`config.mk`:
```
export PLATFORM = sky130hd
export DESIGN_NAME = npcm_cell
export DESIGN_NICKNAME = d
export VERILOG_FILES = /design/src/rtl/npcm_pkg.sv /design/src/rtl/npcm_cell.sv
export SDC_FILE = /design/constraint.sdc
export NUM_CORES = 1
export LEC_CHECK = 0
export BUFFER_PORTS_ARGS = -buffer_cell sky130_fd_sc_hd__clkbuf_2
export CAP_MARGIN = 20
export CELL_PAD_IN_SITES_DETAIL_PLACEMENT = 1
export CELL_PAD_IN_SITES_GLOBAL_PLACEMENT = 1
export CORE_MARGIN = 4
export CORE_UTILIZATION = 53
export CTS_BUF_LIST = sky130_fd_sc_hd__clkbuf_4
export DETAILED_ROUTE_END_ITERATION = 12
export HOLD_SLACK_MARGIN = 0.12
export PLACE_DENSITY_LB_ADDON = 0.1
export SYNTH_ARGS = -nofsm -noshare
export SYNTH_HDL_FRONTEND = slang
export SYNTH_SLANG_ARGS = --single-unit
```
`constraint.sdc`:
```
create_clock -name clk -period 27.9 [get_ports clk]
set_clock_uncertainty 0.2 [all_clocks]
set_input_delay 0 -clock clk [delete_from_list [all_inputs] [get_ports clk]]
set_output_delay 0 -clock clk [all_outputs]
set_load 0.1 [all_outputs]
```
`src/rtl/npcm_pkg.sv`:
```
// Types, constants and the distance function shared by the palette mapper modules.
package npcm_pkg;

  // Channel bytes carried by a pixel or a palette entry.
  localparam int NUM_CHAN = 4;
  localparam int CHAN_W = 8;

  // Squared distance over at most four channels fits in 18 bits.
  localparam int DIST_W = 18;

  // Palette index inside the chain; covers the largest supported depth.
  localparam int IDX_W = 8;

  // Item operation codes.
  localparam logic OP_MAP  = 1'b0;
  localparam logic OP_LOAD = 1'b1;

  typedef logic [NUM_CHAN-1:0][CHAN_W-1:0] color_t;
  typedef logic [DIST_W-1:0] dist_t;

  // Input item: a pixel to map or a palette entry to load.
  typedef struct packed {
    logic       opcode;
    logic [3:0] entry_index;
    logic [7:0] chan_0;
    logic [7:0] chan_1;
    logic [7:0] chan_2;
    logic [7:0] chan_3;
    logic       selected;
    logic       frame_end;
  } in_item_t;

  // Result item.
  typedef struct packed {
    logic [7:0] out_chan_0;
    logic [7:0] out_chan_1;
    logic [7:0] out_chan_2;
    logic [7:0] out_chan_3;
    logic [3:0] chosen_index;
    logic       written;
    logic       frame_end_out;
  } out_item_t;

  // What travels from one cell to the next: the item and the best match so far.
  typedef struct packed {
    logic             valid;
    in_item_t         item;
    dist_t            best_d;
    logic [IDX_W-1:0] best_idx;
    color_t           best_color;
  } flow_t;

  // Gather the channel bytes of an item into one color word.
  function automatic color_t item_color(in_item_t it);
    color_t c;
    c[0] = it.chan_0;
    c[1] = it.chan_1;
    c[2] = it.chan_2;
    c[3] = it.chan_3;
    return c;
  endfunction

  // Sum of squared channel differences over the first used_chan channels.
  function automatic dist_t color_dist(color_t a, color_t b, int used_chan);
    logic [CHAN_W-1:0]   diff;
    logic [2*CHAN_W-1:0] sq;
    dist_t               sum;
    sum = '0;
    for (int j = 0; j < NUM_CHAN; j++) begin
      diff = (a[j] > b[j]) ? (a[j] - b[j]) : (b[j] - a[j]);
      sq   = diff * diff;
      if (j < used_chan) begin
        sum = sum + DIST_W'(sq);
      end
    end
    return sum;
  endfunction

endpackage

```
`src/rtl/npcm_cell.sv`:
```
// One chain cell: holds a palette entry, scores the passing pixel and keeps the best match.
module npcm_cell import npcm_pkg::*; #(
  parameter int CELL_INDEX = 0,
  parameter int USED_CHAN  = 4
) (
  input  logic       clk,
  input  logic       rst,
  input  logic       en,
  input  logic [4:0] palette_size,
  input  flow_t      flow_in,
  output flow_t      flow_out
);

  color_t entry;
  flow_t  a_flow;
  dist_t  a_dist;
  color_t a_color;
  logic   load_hit;
  logic   active;
  logic   take;
  flow_t  flow_next;

  // A load item addressed to this cell replaces the held entry as it passes.
  assign load_hit = flow_in.valid && (flow_in.item.opcode == OP_LOAD) &&
                    (int'(flow_in.item.entry_index) == CELL_INDEX);

  always_ff @(posedge clk) begin
    if (en && load_hit) begin
      entry <= item_color(flow_in.item);
    end
  end

  // First stage: score the pixel against the entry as it stands now, and carry
  // the entry color along so a later load cannot change what this item sees.
  always_ff @(posedge clk) begin
    if (rst) begin
      a_flow.valid <= 1'b0;
    end else if (en) begin
      a_flow.valid <= flow_in.valid;
    end
    if (en) begin
      a_flow.item       <= flow_in.item;
      a_flow.best_d     <= flow_in.best_d;
      a_flow.best_idx   <= flow_in.best_idx;
      a_flow.best_color <= flow_in.best_color;
      a_dist            <= color_dist(entry, item_color(flow_in.item), USED_CHAN);
      a_color           <= entry;
    end
  end

  // Second stage: on a selected map item the first cell always takes; later ones take on a
  // strict improvement, and only when they lie inside the searched part of the palette.
  assign active = (CELL_INDEX == 0) || (int'(palette_size) > CELL_INDEX);
  assign take   = (a_flow.item.opcode == OP_MAP) && a_flow.item.selected &&
                  ((CELL_INDEX == 0) || (active && (a_dist < a_flow.best_d)));

  always_comb begin
    flow_next = a_flow;
    if (take) begin
      flow_next.best_d     = a_dist;
      flow_next.best_idx   = IDX_W'(CELL_INDEX);
      flow_next.best_color = a_color;
    end
  end

  always_ff @(posedge clk) begin
    if (rst) begin
      flow_out <= '0;
    end else if (en) begin
      flow_out <= flow_next;
    end
  end

endmodule

```
Word level (Yosys, flattened, before mapping):

Cells that the tools add are included.

* output and inout bits: 98
* input port bits: 106
* logic and storage cells: 72
* register bits after elaboration: 278

* multiplexer cells: 8
* bitwise operators: 1
* add/subtract/negate cells: 11
* $mul: 4
* order comparisons: 4
* reduce and logical (&&, ||, !) cells: 5

Operators with widths (count)
* 8-bit by 8-bit multiplier with 16-bit output: 4
* 8-bit subtractor: 8
* 58-bit 2-to-1 mux: 1
* 18-bit by 16-bit adder with 18-bit output: 3
* 18-bit 2-to-1 mux: 3
* 8-bit greater-than comparator: 4
* 8-bit 2-to-1 mux: 4
* 1-bit logical AND: 4
* 4-bit zero test: 1
* 1-bit NOT: 1

Depth between registers and ports, before layout:

Gate-level depths: netlist of the first run.

* depth in word-level cells: 9
* gate-level depth with buffers: 64

Least setup slack after synthesis of the first run:

OpenSTA, ideal clock, no wires.

* path kind: register -> register
* from: register entry[0] (netlist name)
* to: register a_dist[17], data pin
* period minus slack after synthesis: 15.048 ns
* setup time: 0.260 ns
* path slack: 12.852 ns
* arrival: 14.588 ns
* buffers on the path: 0
* required time: 27.440 ns
* stages on the path, launching flop included: 62
* cell sequence: edfxtp_1 > inv_1 > ha_1 > fa_1 > nor2b_1 > o211a_1 > o41ai_2 > o21ai_4 > mux2i_2 > xor2_1 > inv_1 > nand2_1 > fa_1 > fa_1 > inv_1 > ha_1 > inv_1 > fa_1 > [... 26 more ...] > ha_1 > xnor2_1 > fa_1 > inv_1 > fa_1 > fa_1 > inv_1 > fa_1 > ha_1 > o21a_1 > o31a_1 > o211a_1 > a2111oi_0 > o21bai_1 > a21oi_1 > o21ai_0 > xnor2_1 > xnor2_1

* longest elaborated chain between the ends: 9

Ends and longest elaborated chain
* from (decl): line npcm_cell.sv:14 `color_t entry;`
* from (signal assigned): line npcm_cell.sv:29 `entry <= item_color(flow_in.item);`
* 8-bit subtractor or 8-bit greater-than comparator (tied branches): line npcm_pkg.sv:70 `diff = (a[j] > b[j]) ? (a[j] - b[j]) : (b[j] - a[j]);`
* 8-bit 2-to-1 mux *: line npcm_pkg.sv:70
* 8-bit by 8-bit multiplier with 16-bit output *: line npcm_pkg.sv:71 `sq = diff * diff;`
* 18-bit 2-to-1 mux *: line npcm_cell.sv:41 `if (en) begin`
* 18-bit by 16-bit adder with 18-bit output *: line npcm_pkg.sv:73 `sum = sum + DIST_W'(sq);`
* 18-bit 2-to-1 mux *: line npcm_cell.sv:41
* 18-bit by 16-bit adder with 18-bit output *: line npcm_pkg.sv:73
* 18-bit 2-to-1 mux *: line npcm_cell.sv:41
* 18-bit by 16-bit adder with 18-bit output *: line npcm_pkg.sv:73
* to (signal assigned): line npcm_cell.sv:46 `a_dist <= color_dist(entry, item_color(flow_in.item), USED_CHAN);`
* to (decl): line npcm_cell.sv:16 `dist_t a_dist;`

Every way passes the cells marked *; elsewhere a longest branch is shown, timed or not. The select of a mux whose other input is x is not followed.
A chain may end at the register's enable or synchronous reset.

Worst setup path in the final report of the first run:

Same ends and word-level chain as after synthesis.

==> key figures, run 1 <==
Run status
  • Status: completed

Finish
  • Synth-to-layout area growth: 22.9%
  • Nets@finish: approximately 2800
  • Layout cell share with drive strength beyond 1: 16.2%

Yosys
  • Register bit total from synthesis: 278
  • Most common cell in the netlist: inv_1
  • Yosys warns: 0
  • Synth area leader: edfxtp_1
  • Cells after Synth: between 1500 and 2000
  • Top cells by count, synth: 334 x inv_1, 200 x ha_1, 200 x nor2_1
  • Yosys top cell area share: 27.2%
  • Synth unique cells: between 70 and 80
  • Fraction of registers with async set/reset: 0%
  • Post-synthesis area per instance: 10.5 sq um
  • Area contributors post-synth: edfxtp_1 27%, fa_1 15%, ha_1 13%
  • Register area share after synthesis: a little under two fifths
  • Synthesized net count: 2346
  • Post-Syn Area: 19700 sq um
  • Main synth FF type: edfxtp_1
  • Post-synth EDFFs: around 180

Drt
  • Vias/cell: roughly 6.1
  • DRC viols: 0
  • Routed Antenna Nets: 0
  • DR vias: approximately 18000
  • Drt total wl: 81.3 mm
  • Initial DRC count: between 2000 and 2500
  • Drt first pass iters: 6
  • Routed len/inst: ~29 um

Global route
  • Maximum number of pins on one net before global-route repair: 100
  • First-pass GRT wire length: roughly 110 mm
  • Global route overflow: 0
  • Antenna violations before repair: 7
  • Vias in the first global route: ~19000
  • Total Routing Usage GR: 35.4%

Worst setup path
  • Kind of critical path: register to register
  • Max stage delay on crit path: ~0.7 ns
  • CP arrival: approximately 18 ns
  • R2R depth: 61
  • CP startpoint kind: register
  • Critical Path Most Common Cell: inv_1
  • Crit. End Element: register
  • FF-to-FF Start: entry[0]
  • Crit path max fanout: 8
  • R2R setup slack: 10.11 ns
  • CP max-delay cell: a2111oi_0
  • Critical Path RT: around 28 ns
  • Worst R2R End: a_dist[17]

Timing
  • Slew @ Worst Pin: ~1.1 ns
  • Setup TNS: 0 ns
  • Max Slew Vio Count: 0
  • Post-route minimum period: between 15 and 20 ns
  • Slew margin rel.: roughly a quarter
  • Final Cycle Share: 63.8%
  • Setup violators final: 0
  • RSZ-0062 raised after global routing: no
  • Final Hold Fails: 0
  • Achievable clock frequency: between 50 and 60 MHz

Die
  • Core ar.: 36700 sq um
  • IO Count: 204
  • Starting density of the core: 53.8%
  • Die area: ~40000 sq um
  • Num rows: 70
  • Chip width: about 200 um
  • Die height: between 200 and 250 um

Hold path
  • Class of the worst hold path: input port to register
  • Startpoint of the worst hold path: rst
  • Hold Crit Depth: 3
  • Hold EP: flow_out[77]

Placed design
  • PortBufs: 198
  • Detail Placement HPWL: 38.8 mm
  • Routability cong.: roughly 0.85

Clock network
  • Clk_lat worst skew: a little over 0.8 ns
  • Clock transition at path regs: roughly 0.10 ns
  • Max H-tree Level: 3
  • Resize count post-CTS: 0
  • TritonCTS buffer count: between 70 and 80
  • CTS root buf: clkbuf_4
  • Clock Path Buffers: 3
  • CTS Sinks: approximately 280
  • CTS tree: done

Job
  • Max Cap Violations: 0
[metrics by stage]
step / std cells / setup WS (ns) / util, % / hold slack (ns) / area, sq um
6_report: 2850 / 10.11 / 66.1 / 0.0998 / 24300
5_1_grt: 2850 / 9.42 / 66.1 / 0.122 / 24300
4_1_cts: 2840 / 10.85 / 65.9 / 0.146 / 24200
3_5_place_dp: 2509 / 10.88 / 57.8 / -0.0206 / 21200
3_3_place_gp: 2509 / 11.25 / 57.8 / -0.0220 / 21200
2_1_floorplan: 1888 / 12.85 / - / -0.101 / 19700
[final cells by class]
cell class / count / area (sq um)
multi-input combinational: 1222 / 10900
clock buffer: 117 / 878
timing repair buffer: 412 / 3130
sequential: 278 / 7360
tap: 468 / 586
clock inverter: 14 / 114
antenna: 4 / 10.0
fill: 3937 / 12400
inverter: 335 / 1260
[repair_timing]
| action | CTS | global route |
|---|---|---|
| buffers inserted | 0 | 0 |
| hold endpoints to repair | 328 | 0 |
| hold buffers | 200 | 0 |
[flip-flops by register name (all words and copies together), names as in the netlist]
register / flops
flow_out: 98
a_dist: 18
a_color: 32
entry: 32
a_flow: 98
[kinds of logic (layout without fill, tap and decap cells)]
group	after synthesis	after routing	share of synthesized area [%]
compound gates	231	231	8.60
xor+xnor	84	84	3.86
fa+ha+maj	352	352	28.1
buf+inv	388	878	7.46
flops	278	278	37.3
mux	78	78	4.06
other cells	0	4	0
simple gates	477	477	10.7
[metal layers]
metal,GRT usage (%),part of all wire [%],up-vias
met5,0,0.061,-
li1,-,-,7151
met1,41.9,35,8608
met4,15.1,6.7,4
met3,6.67,9.0,434
met2,63.2,49,1326
[layout by cell type, fill, tap and decap left out, types with 5 or more instances in the layout]
cell type,count
ha_1,200
and3_1,5
o21a_1,11
nand2b_1,26
or2_2,13
a311oi_1,50
o311a_1,5
a21o_1,18
dfxtp_1,99
buf_4,14
nor2b_1,15
mux2_2,10
fa_1,152
nor4_1,6
o21bai_1,13
or2_1,5
clkbuf_4,117
nand3_1,16
inv_1,334
xnor2_1,57
nor2_1,200
dlygate4sd3_1,200
a21boi_0,7
o21ai_0,23
a21oi_1,57
clkinv_1,6
nand4_1,8
nand2_1,151
edfxtp_1,179
xor2_1,25
mux2i_1,66
nor3_1,14
o41ai_1,5
clkbuf_2,196
[worst max-delay path by stage]
stage,start,end
CTS,entry[0],a_dist[17]
finish,entry[0],a_dist[17]
floorplan,entry[0],a_dist[17]
detailed placement,entry[0],a_dist[17]
global placement,entry[0],a_dist[17]
global route,entry[0],a_dist[17]
[worst max-delay path: cells and delay by family, from the launching register on]
| kind | cells | cell delay, ns |
|---|---|---|
| AO/OA/AOI/OAI | 12 | 2.91 |
| XOR/XNOR | 4 | 1.04 |
| adder cells (fa/ha/maj) | 21 | 9.86 |
| buffers and inverters | 16 | 1.17 |
| flip-flops | 1 | 0.48 |
| multiplexers | 1 | 0.42 |
| AND/OR/NAND/NOR | 7 | 1.37 |
Power of run 1 is left out: the tool's default activity adds up to more than one toggle a clock period on the data nets, which glitch-free logic cannot reach.
==> run 2, diff against run 1 <==
--- a/config.mk
+++ b/config.mk
@@ -10,7 +10,7 @@
 export CELL_PAD_IN_SITES_DETAIL_PLACEMENT = 1
 export CELL_PAD_IN_SITES_GLOBAL_PLACEMENT = 1
 export CORE_MARGIN = 4
-export CORE_UTILIZATION = 53
+export CORE_UTILIZATION = 44
 export CTS_BUF_LIST = sky130_fd_sc_hd__clkbuf_4
 export DETAILED_ROUTE_END_ITERATION = 12
 export HOLD_SLACK_MARGIN = 0.12
==> constraint.sdc (replaced) <==
create_clock -name clk -period 15.85 [get_ports clk]
set_clock_uncertainty 0.2 [all_clocks]
set_input_delay 0 -clock clk [delete_from_list [all_inputs] [get_ports clk]]
set_output_delay 0 -clock clk [all_outputs]
set_load 0.1 [all_outputs]
==> key figures, run 2 (synthesized netlist as in run 1, its figures left out) <==
Run status
  • Status: completed (unchanged)

Worst setup path
  • Max stage delay on crit path: 0.60 ns (was 0.71 ns)
  • CP max-delay cell: fa_1 (was a2111oi_0)
  • R2R setup slack: 0.66 ns (was 10.11 ns)
  • Crit. End Element: register (unchanged)
  • Crit path max fanout: 6 (was 8)
  • Cell family with most CP delay: adder cells (unchanged)
  • FF-to-FF Start: entry[0] (unchanged)
  • Worst R2R End: a_dist[17] (unchanged)
  • Critical Path Most Common Cell: fa_1 (was inv_1)
  • CP startpoint kind: register (unchanged)
  • Critical Path RT: 16.10 ns (was 28.20 ns)
  • CP arrival: 15.44 ns (was 18.09 ns)
  • Buf/Inv on CP: 14 (was 16)
  • R2R depth: 59 (was 61)
  • Kind of critical path: register to register (unchanged)

Global route
  • Maximum number of pins on one net before global-route repair: 107 (was 100)
  • Total Routing Usage GR: 24.6% (was 35.4%)
  • Antenna violations before repair: 7 (unchanged)
  • Global route overflow: 0 (unchanged)
  • Vias in the first global route: 17200 (was 18700)
  • First-pass GRT wire length: 93.7 mm (was 112 mm)

Hold path
  • Hold EP: a_flow[61] (was flow_out[77])
  • Startpoint of the worst hold path: en (was rst)
  • Class of the worst hold path: input port to register (unchanged)
  • Hold Crit Depth: 2 (was 3)

Timing
  • Final Cycle Share: 95.8% (was 63.8%)
  • Worst Setup Slack, final: 0.663 ns (was 10.11 ns)
  • Post-route minimum period: 15.19 ns (was 17.79 ns)
  • Slew @ Worst Pin: 1.08 ns (was 1.14 ns)
  • Achievable clock frequency: 65.8 MHz (was 56.2 MHz)
  • Max Slew Vio Count: 0 (unchanged)
  • Hold WS: 0.175 ns (was 0.0998 ns)
  • Final Hold Fails: 0 (unchanged)
  • Setup violators final: 0 (unchanged)
  • Slew margin rel.: 27.2% (was 23.6%)

Finish
  • Top flop regs: a_flow (98), flow_out (98) (unchanged)
  • Most frequent cells in the layout: 332 x inv_1, 202 x dlygate4sd3_1, 198 x nor2_1, 196 x clkbuf_2, 193 x ha_1 (was 334 x inv_1, 200 x nor2_1, 200 x ha_1, 200 x dlygate4sd3_1, 196 x clkbuf_2)
  • Synth-to-layout area growth: 26.6% (was 22.9%)
  • Number of fill cells: 4919 (was 3937)
  • Util after Layout: 56.4% (was 66.1%)
  • Cell area after layout: 25000 sq um (was 24300 sq um)
  • Layout cell share with drive strength beyond 1: 19.0% (was 16.2%)
  • Commonest non-fill, non-tap cell in the layout: inv_1 (unchanged)
  • Nets@finish: 2828 (was 2779)

Clock network
  • Max H-tree Level: 3 (unchanged)
  • CTS Sinks: 278 (unchanged)
  • CTS tree: done (unchanged)
  • Clock transition at path regs: 0.08 ns (was 0.10 ns)
  • Clock Path Buffers: 3 (unchanged)
  • CTS root buf: clkbuf_4 (unchanged)
  • TritonCTS buffer count: 71 (was 72)
  • Clk_lat worst skew: 0.75 ns (was 0.82 ns)

Die
  • Core ar.: 44300 sq um (was 36700 sq um)
  • IO Count: 204 (unchanged)
  • Chip width: 220 um (was 201 um)
  • Starting density of the core: 44.6% (was 53.8%)
  • Die height: 220 um (was 201 um)
  • Num rows: 77 (was 70)
  • Die area: 48300 sq um (was 40400 sq um)

Drt
  • Routed Antenna Nets: 0 (unchanged)
  • DR vias: 15400 (was 17500)
  • Initial DRC count: 719 (was 2031)
  • Routed len/inst: 19.6 um (was 28.5 um)
  • Vias/cell: 5.10 (was 6.15)
  • Drt total wl: 59.2 mm (was 81.3 mm)
  • Drt first pass iters: 5 (was 6)
  • DRC viols: 0 (unchanged)

Placed design
  • PortBufs: 198 (unchanged)
  • Placed inst area: 21700 sq um (was 21200 sq um)
  • Routability cong.: 0.814 (was 0.854)
  • Post-place setup slack: -0.187 ns (was 10.88 ns)
  • Detail Placement HPWL: 40.2 mm (was 38.8 mm)

Job
  • Max Cap Violations: 0 (unchanged)
## run 2: cell types whose count changed in the layout (fill, tap and decap cells not counted), moves of 5 or more
cell,change
ha_4,+5
xnor2_1,-5
clkinv_1,+9
buf_4,+43
buf_6,+5
mux2i_1,-5
clkbuf_4,-6
ha_1,-7
## run 2: worst max path at each step
stage / from / end / slack (ns) / cells past startpoint
final: entry[0] / a_dist[17] / 0.66 / 59
after global routing: entry[0] / a_dist[17] / -0.06 / 64
after CTS: entry[0] / a_dist[17] / 0.03 / 63
after detailed placement: entry[0] / a_dist[17] / -0.19 / 61
after global placement: entry[0] / a_dist[17] / 0.22 / 61
after floorplan: entry[0] / a_dist[17] / 0.80 / 61
## run 2: cell type report
| cell class | instances | area, sq um | area share [%] |
|---|---|---|---|
| Multi-Input combinational cell | 1222 | 11200 | 44.8 |
| Sequential cell | 278 | 7360 | 29.4 |
| Timing Repair Buffer | 462 | 3520 | 14.1 |
| Inverter | 335 | 1260 | 5.04 |
| Clock buffer | 111 | 833 | 3.33 |
| Tap cell | 592 | 741 | 2.96 |
| Clock inverter | 19 | 76.3 | 0.305 |
| Antenna cell | 4 | 10.0 | 0.0400 |
## run 2: timing repair
item | 4_1_cts | 5_1_grt
pin swaps | 1 | 25
resized for setup | 5 | 53
hold endpoints to repair | 340 | 0
hold buffers | 203 | 0
buffers inserted | 2 | 8
setup endpoints to repair | 1 | 6
## run 2: through the flow
| step | cells | TNS [ns] |
|---|---|---|
| 2_1_floorplan | 1888 | 0 |
| 3_3_place_gp | 2675 | 0 |
| 3_5_place_dp | 2675 | -0.187 |
| 4_1_cts | 3010 | 0 |
| 5_1_grt | 3022 | -0.0942 |
| 6_report | 3023 | 0 |
## run 2: routing by layer
metal  track usage, %  wire (um)  part of all wire (%)
met5                0         35                 0.059
met4             6.41       1210                   2.0
met2             43.2      29500                    50
met3             4.36       2540                   4.3
met1             31.6      25900                    44
## run 2: worst register-to-register path, delay by kind of cell, from the launching register on
| kind | cells | cell delay [ns] |
|---|---|---|
| adders and majority gates | 21 | 9.10 |
| AOI/OAI and AO/OA | 12 | 2.18 |
| xor gates and xnor gates | 6 | 1.07 |
| buffers and inverters | 14 | 1.01 |
| and+or+nand+nor | 5 | 0.70 |
| DFF | 1 | 0.37 |
| muxes | 1 | 0.29 |
Power of run 2 is left out for the same reason.
==> run 3, diff against run 2 <==
--- a/config.mk
+++ b/config.mk
@@ -6,11 +6,11 @@
 export NUM_CORES = 1
 export LEC_CHECK = 0
 export BUFFER_PORTS_ARGS = -buffer_cell sky130_fd_sc_hd__clkbuf_2
-export CAP_MARGIN = 20
+export CAP_MARGIN = 10
 export CELL_PAD_IN_SITES_DETAIL_PLACEMENT = 1
-export CELL_PAD_IN_SITES_GLOBAL_PLACEMENT = 1
+export CELL_PAD_IN_SITES_GLOBAL_PLACEMENT = 2
 export CORE_MARGIN = 4
-export CORE_UTILIZATION = 44
+export CORE_UTILIZATION = 36
 export CTS_BUF_LIST = sky130_fd_sc_hd__clkbuf_4
 export DETAILED_ROUTE_END_ITERATION = 12
 export HOLD_SLACK_MARGIN = 0.12
==> key figures, run 3 (synthesized netlist as in run 1, its figures left out) <==
Run status
  • Status: completed (unchanged)

Placed design
  • Placed inst area: 21800 sq um (was 21700 sq um)
  • Routability cong.: 0.822 (was 0.814)
  • Detail Placement HPWL: 40.4 mm (was 40.2 mm)
  • PortBufs: 198 (unchanged)

Finish
  • Commonest non-fill, non-tap cell in the layout: inv_1 (unchanged)
  • Synth-to-layout area growth: 27.8% (was 26.6%)
  • Layout cell share with drive strength beyond 1: 19.2% (was 19.0%)
  • Area of the multi-input gates: 11100 sq um (was 11200 sq um)
  • Sequential Area: 7360 sq um (unchanged)
  • Most frequent cells in the layout: 333 x inv_1, 204 x dlygate4sd3_1, 198 x nor2_1, 196 x ha_1, 196 x clkbuf_2 (was 332 x inv_1, 202 x dlygate4sd3_1, 198 x nor2_1, 196 x clkbuf_2, 193 x ha_1)
  • Number of fill cells: 6070 (was 4919)
  • Cell area after layout: 25200 sq um (was 25000 sq um)
  • Nets@finish: 2837 (was 2828)
  • Top flop regs: a_flow (98), flow_out (98) (unchanged)

Clock network
  • CTS root buf: clkbuf_4 (unchanged)
  • Clock transition at path regs: 0.07 ns (was 0.08 ns)
  • Max H-tree Level: 3 (unchanged)
  • CTS Sinks: 278 (unchanged)
  • Clock Path Buffers: 3 (unchanged)
  • CTS tree: done (unchanged)
  • TritonCTS buffer count: 75 (was 71)
  • Clk_lat worst skew: 0.77 ns (was 0.75 ns)

Die
  • Num rows: 85 (was 77)
  • Die area: 58700 sq um (was 48300 sq um)
  • Die height: 242 um (was 220 um)
  • Chip width: 242 um (was 220 um)
  • Starting density of the core: 36.6% (was 44.6%)
  • IO Count: 204 (unchanged)
  • Core ar.: 54000 sq um (was 44300 sq um)

Hold path
  • Class of the worst hold path: register to register (was input port to register)

Worst setup path
  • Crit. End Element: register (unchanged)
  • Critical Path RT: 16.16 ns (was 16.10 ns)
  • CP max-delay cell: fa_1 (unchanged)
  • Critical Path Most Common Cell: fa_1 (unchanged)
  • CP startpoint kind: register (unchanged)
  • Kind of critical path: register to register (unchanged)
  • Crit path max fanout: 6 (unchanged)
  • CP arrival: 15.53 ns (was 15.44 ns)
  • Max stage delay on crit path: 0.58 ns (was 0.60 ns)

Job
  • Max Cap Violations: 0 (unchanged)

Timing
  • Achievable clock frequency: 65.7 MHz (was 65.8 MHz)
  • Final Hold Fails: 0 (unchanged)
  • Slew margin rel.: 28.0% (was 27.2%)
  • Setup violators final: 0 (unchanged)
  • Max Slew Vio Count: 0 (unchanged)
  • Slew @ Worst Pin: 1.07 ns (was 1.08 ns)
  • Final Cycle Share: 96.1% (was 95.8%)
  • Post-route minimum period: 15.22 ns (was 15.19 ns)

Global route
  • Global route overflow: 0 (unchanged)
  • Maximum number of pins on one net before global-route repair: 79 (was 107)
  • Total Routing Usage GR: 19.1% (was 24.6%)
  • Antenna violations before repair: 3 (was 7)
  • Vias in the first global route: 16600 (was 17200)
  • First-pass GRT wire length: 90.7 mm (was 93.7 mm)

Drt
  • Routed len/inst: 17.6 um (was 19.6 um)
  • Initial DRC count: 612 (was 719)
  • DRC viols: 0 (unchanged)
  • Drt first pass iters: 4 (was 5)
  • DR vias: 15000 (was 15400)
  • Vias/cell: 4.79 (was 5.10)
  • Drt total wl: 55.3 mm (was 59.2 mm)
  • Routed Antenna Nets: 0 (unchanged)
[run 3: changes by cell type in the layout (fill, tap and decap cells not counted), sizes merged]
| cell | previous run | this run |
|---|---|---|
| diode | 4 | 3 |
| dlygate4sd3 | 202 | 204 |
| clkinv | 16 | 8 |
| inv | 337 | 336 |
| buf | 64 | 67 |
| clkinvlp | 1 | 0 |
| clkbuf | 307 | 320 |
| bufinv | 0 | 3 |
[run 3: metrics by stage]
step | cells | hold slack (ns) | setup TNS (ns) | utilization (%) | worst slack (ns)
after floorplan | 1888 | -0.101 | 0 | - | 0.802
after global placement | 2782 | -0.0236 | 0 | 40.4 | 0.140
after detailed placement | 2782 | -0.0212 | -0.106 | 40.4 | -0.106
after CTS | 3125 | 0.162 | 0 | 46.2 | 0.0429
after global routing | 3136 | 0.200 | -0.0342 | 46.7 | -0.0342
final | 3137 | 0.273 | 0 | 46.7 | 0.626
[run 3: path summary, 6_finish.rpt]
kind,cells after the start,endpoint,start,slack (ns)
worst min-delay path,2,flow_out[33],flow_out[33],0.27
worst max-delay path,59,a_dist[17],entry[0],0.63
worst min register to register,2,flow_out[33],flow_out[33],0.27
worst max register to register,59,a_dist[17],entry[0],0.63
[run 3: worst max-delay path: cells and delay by family, from the launching register on]
kind                     cells  cell delay, ns
buffers and inverters       14            1.00
AO/OA/AOI/OAI               14            2.24
XOR/XNOR                     5            0.97
flip-flops                   1            0.35
multiplexers                 1            0.36
adder cells (fa/ha/maj)     21            9.19
AND/OR/NAND/NOR              4            0.63
[run 3: repair_timing]
item | CTS | global route
hold buffers | 205 | 0
hold endpoints to repair | 411 | 0
resized for setup | 1 | 36
setup endpoints to repair | 1 | 6
buffers inserted | 2 | 9
pin swaps | 1 | 21
[run 3: cell type report]
| cell class | instances | share of cell area (%) |
|---|---|---|
| Clock buffer | 124 | 3.69 |
| Multi-Input combinational cell | 1222 | 44.1 |
| Inverter | 335 | 4.99 |
| Clock inverter | 12 | 0.540 |
| Timing Repair Buffer | 467 | 14.1 |
| Sequential cell | 278 | 29.1 |
| Tap cell | 696 | 3.45 |
| Antenna cell | 3 | 0.0297 |
[run 3: metal layers]
| layer | up-vias | part of all wire (%) | GRT usage, % |
|---|---|---|---|
| met1 | 7470 | 48 | 26.0 |
| met3 | 60 | 3.0 | 2.98 |
| met5 | - | 0.024 | 0 |
| met2 | 202 | 47 | 31.7 |
| met4 | 2 | 1.7 | 5.43 |
| li1 | 7287 | - | - |
Power of run 3 is left out for the same reason.
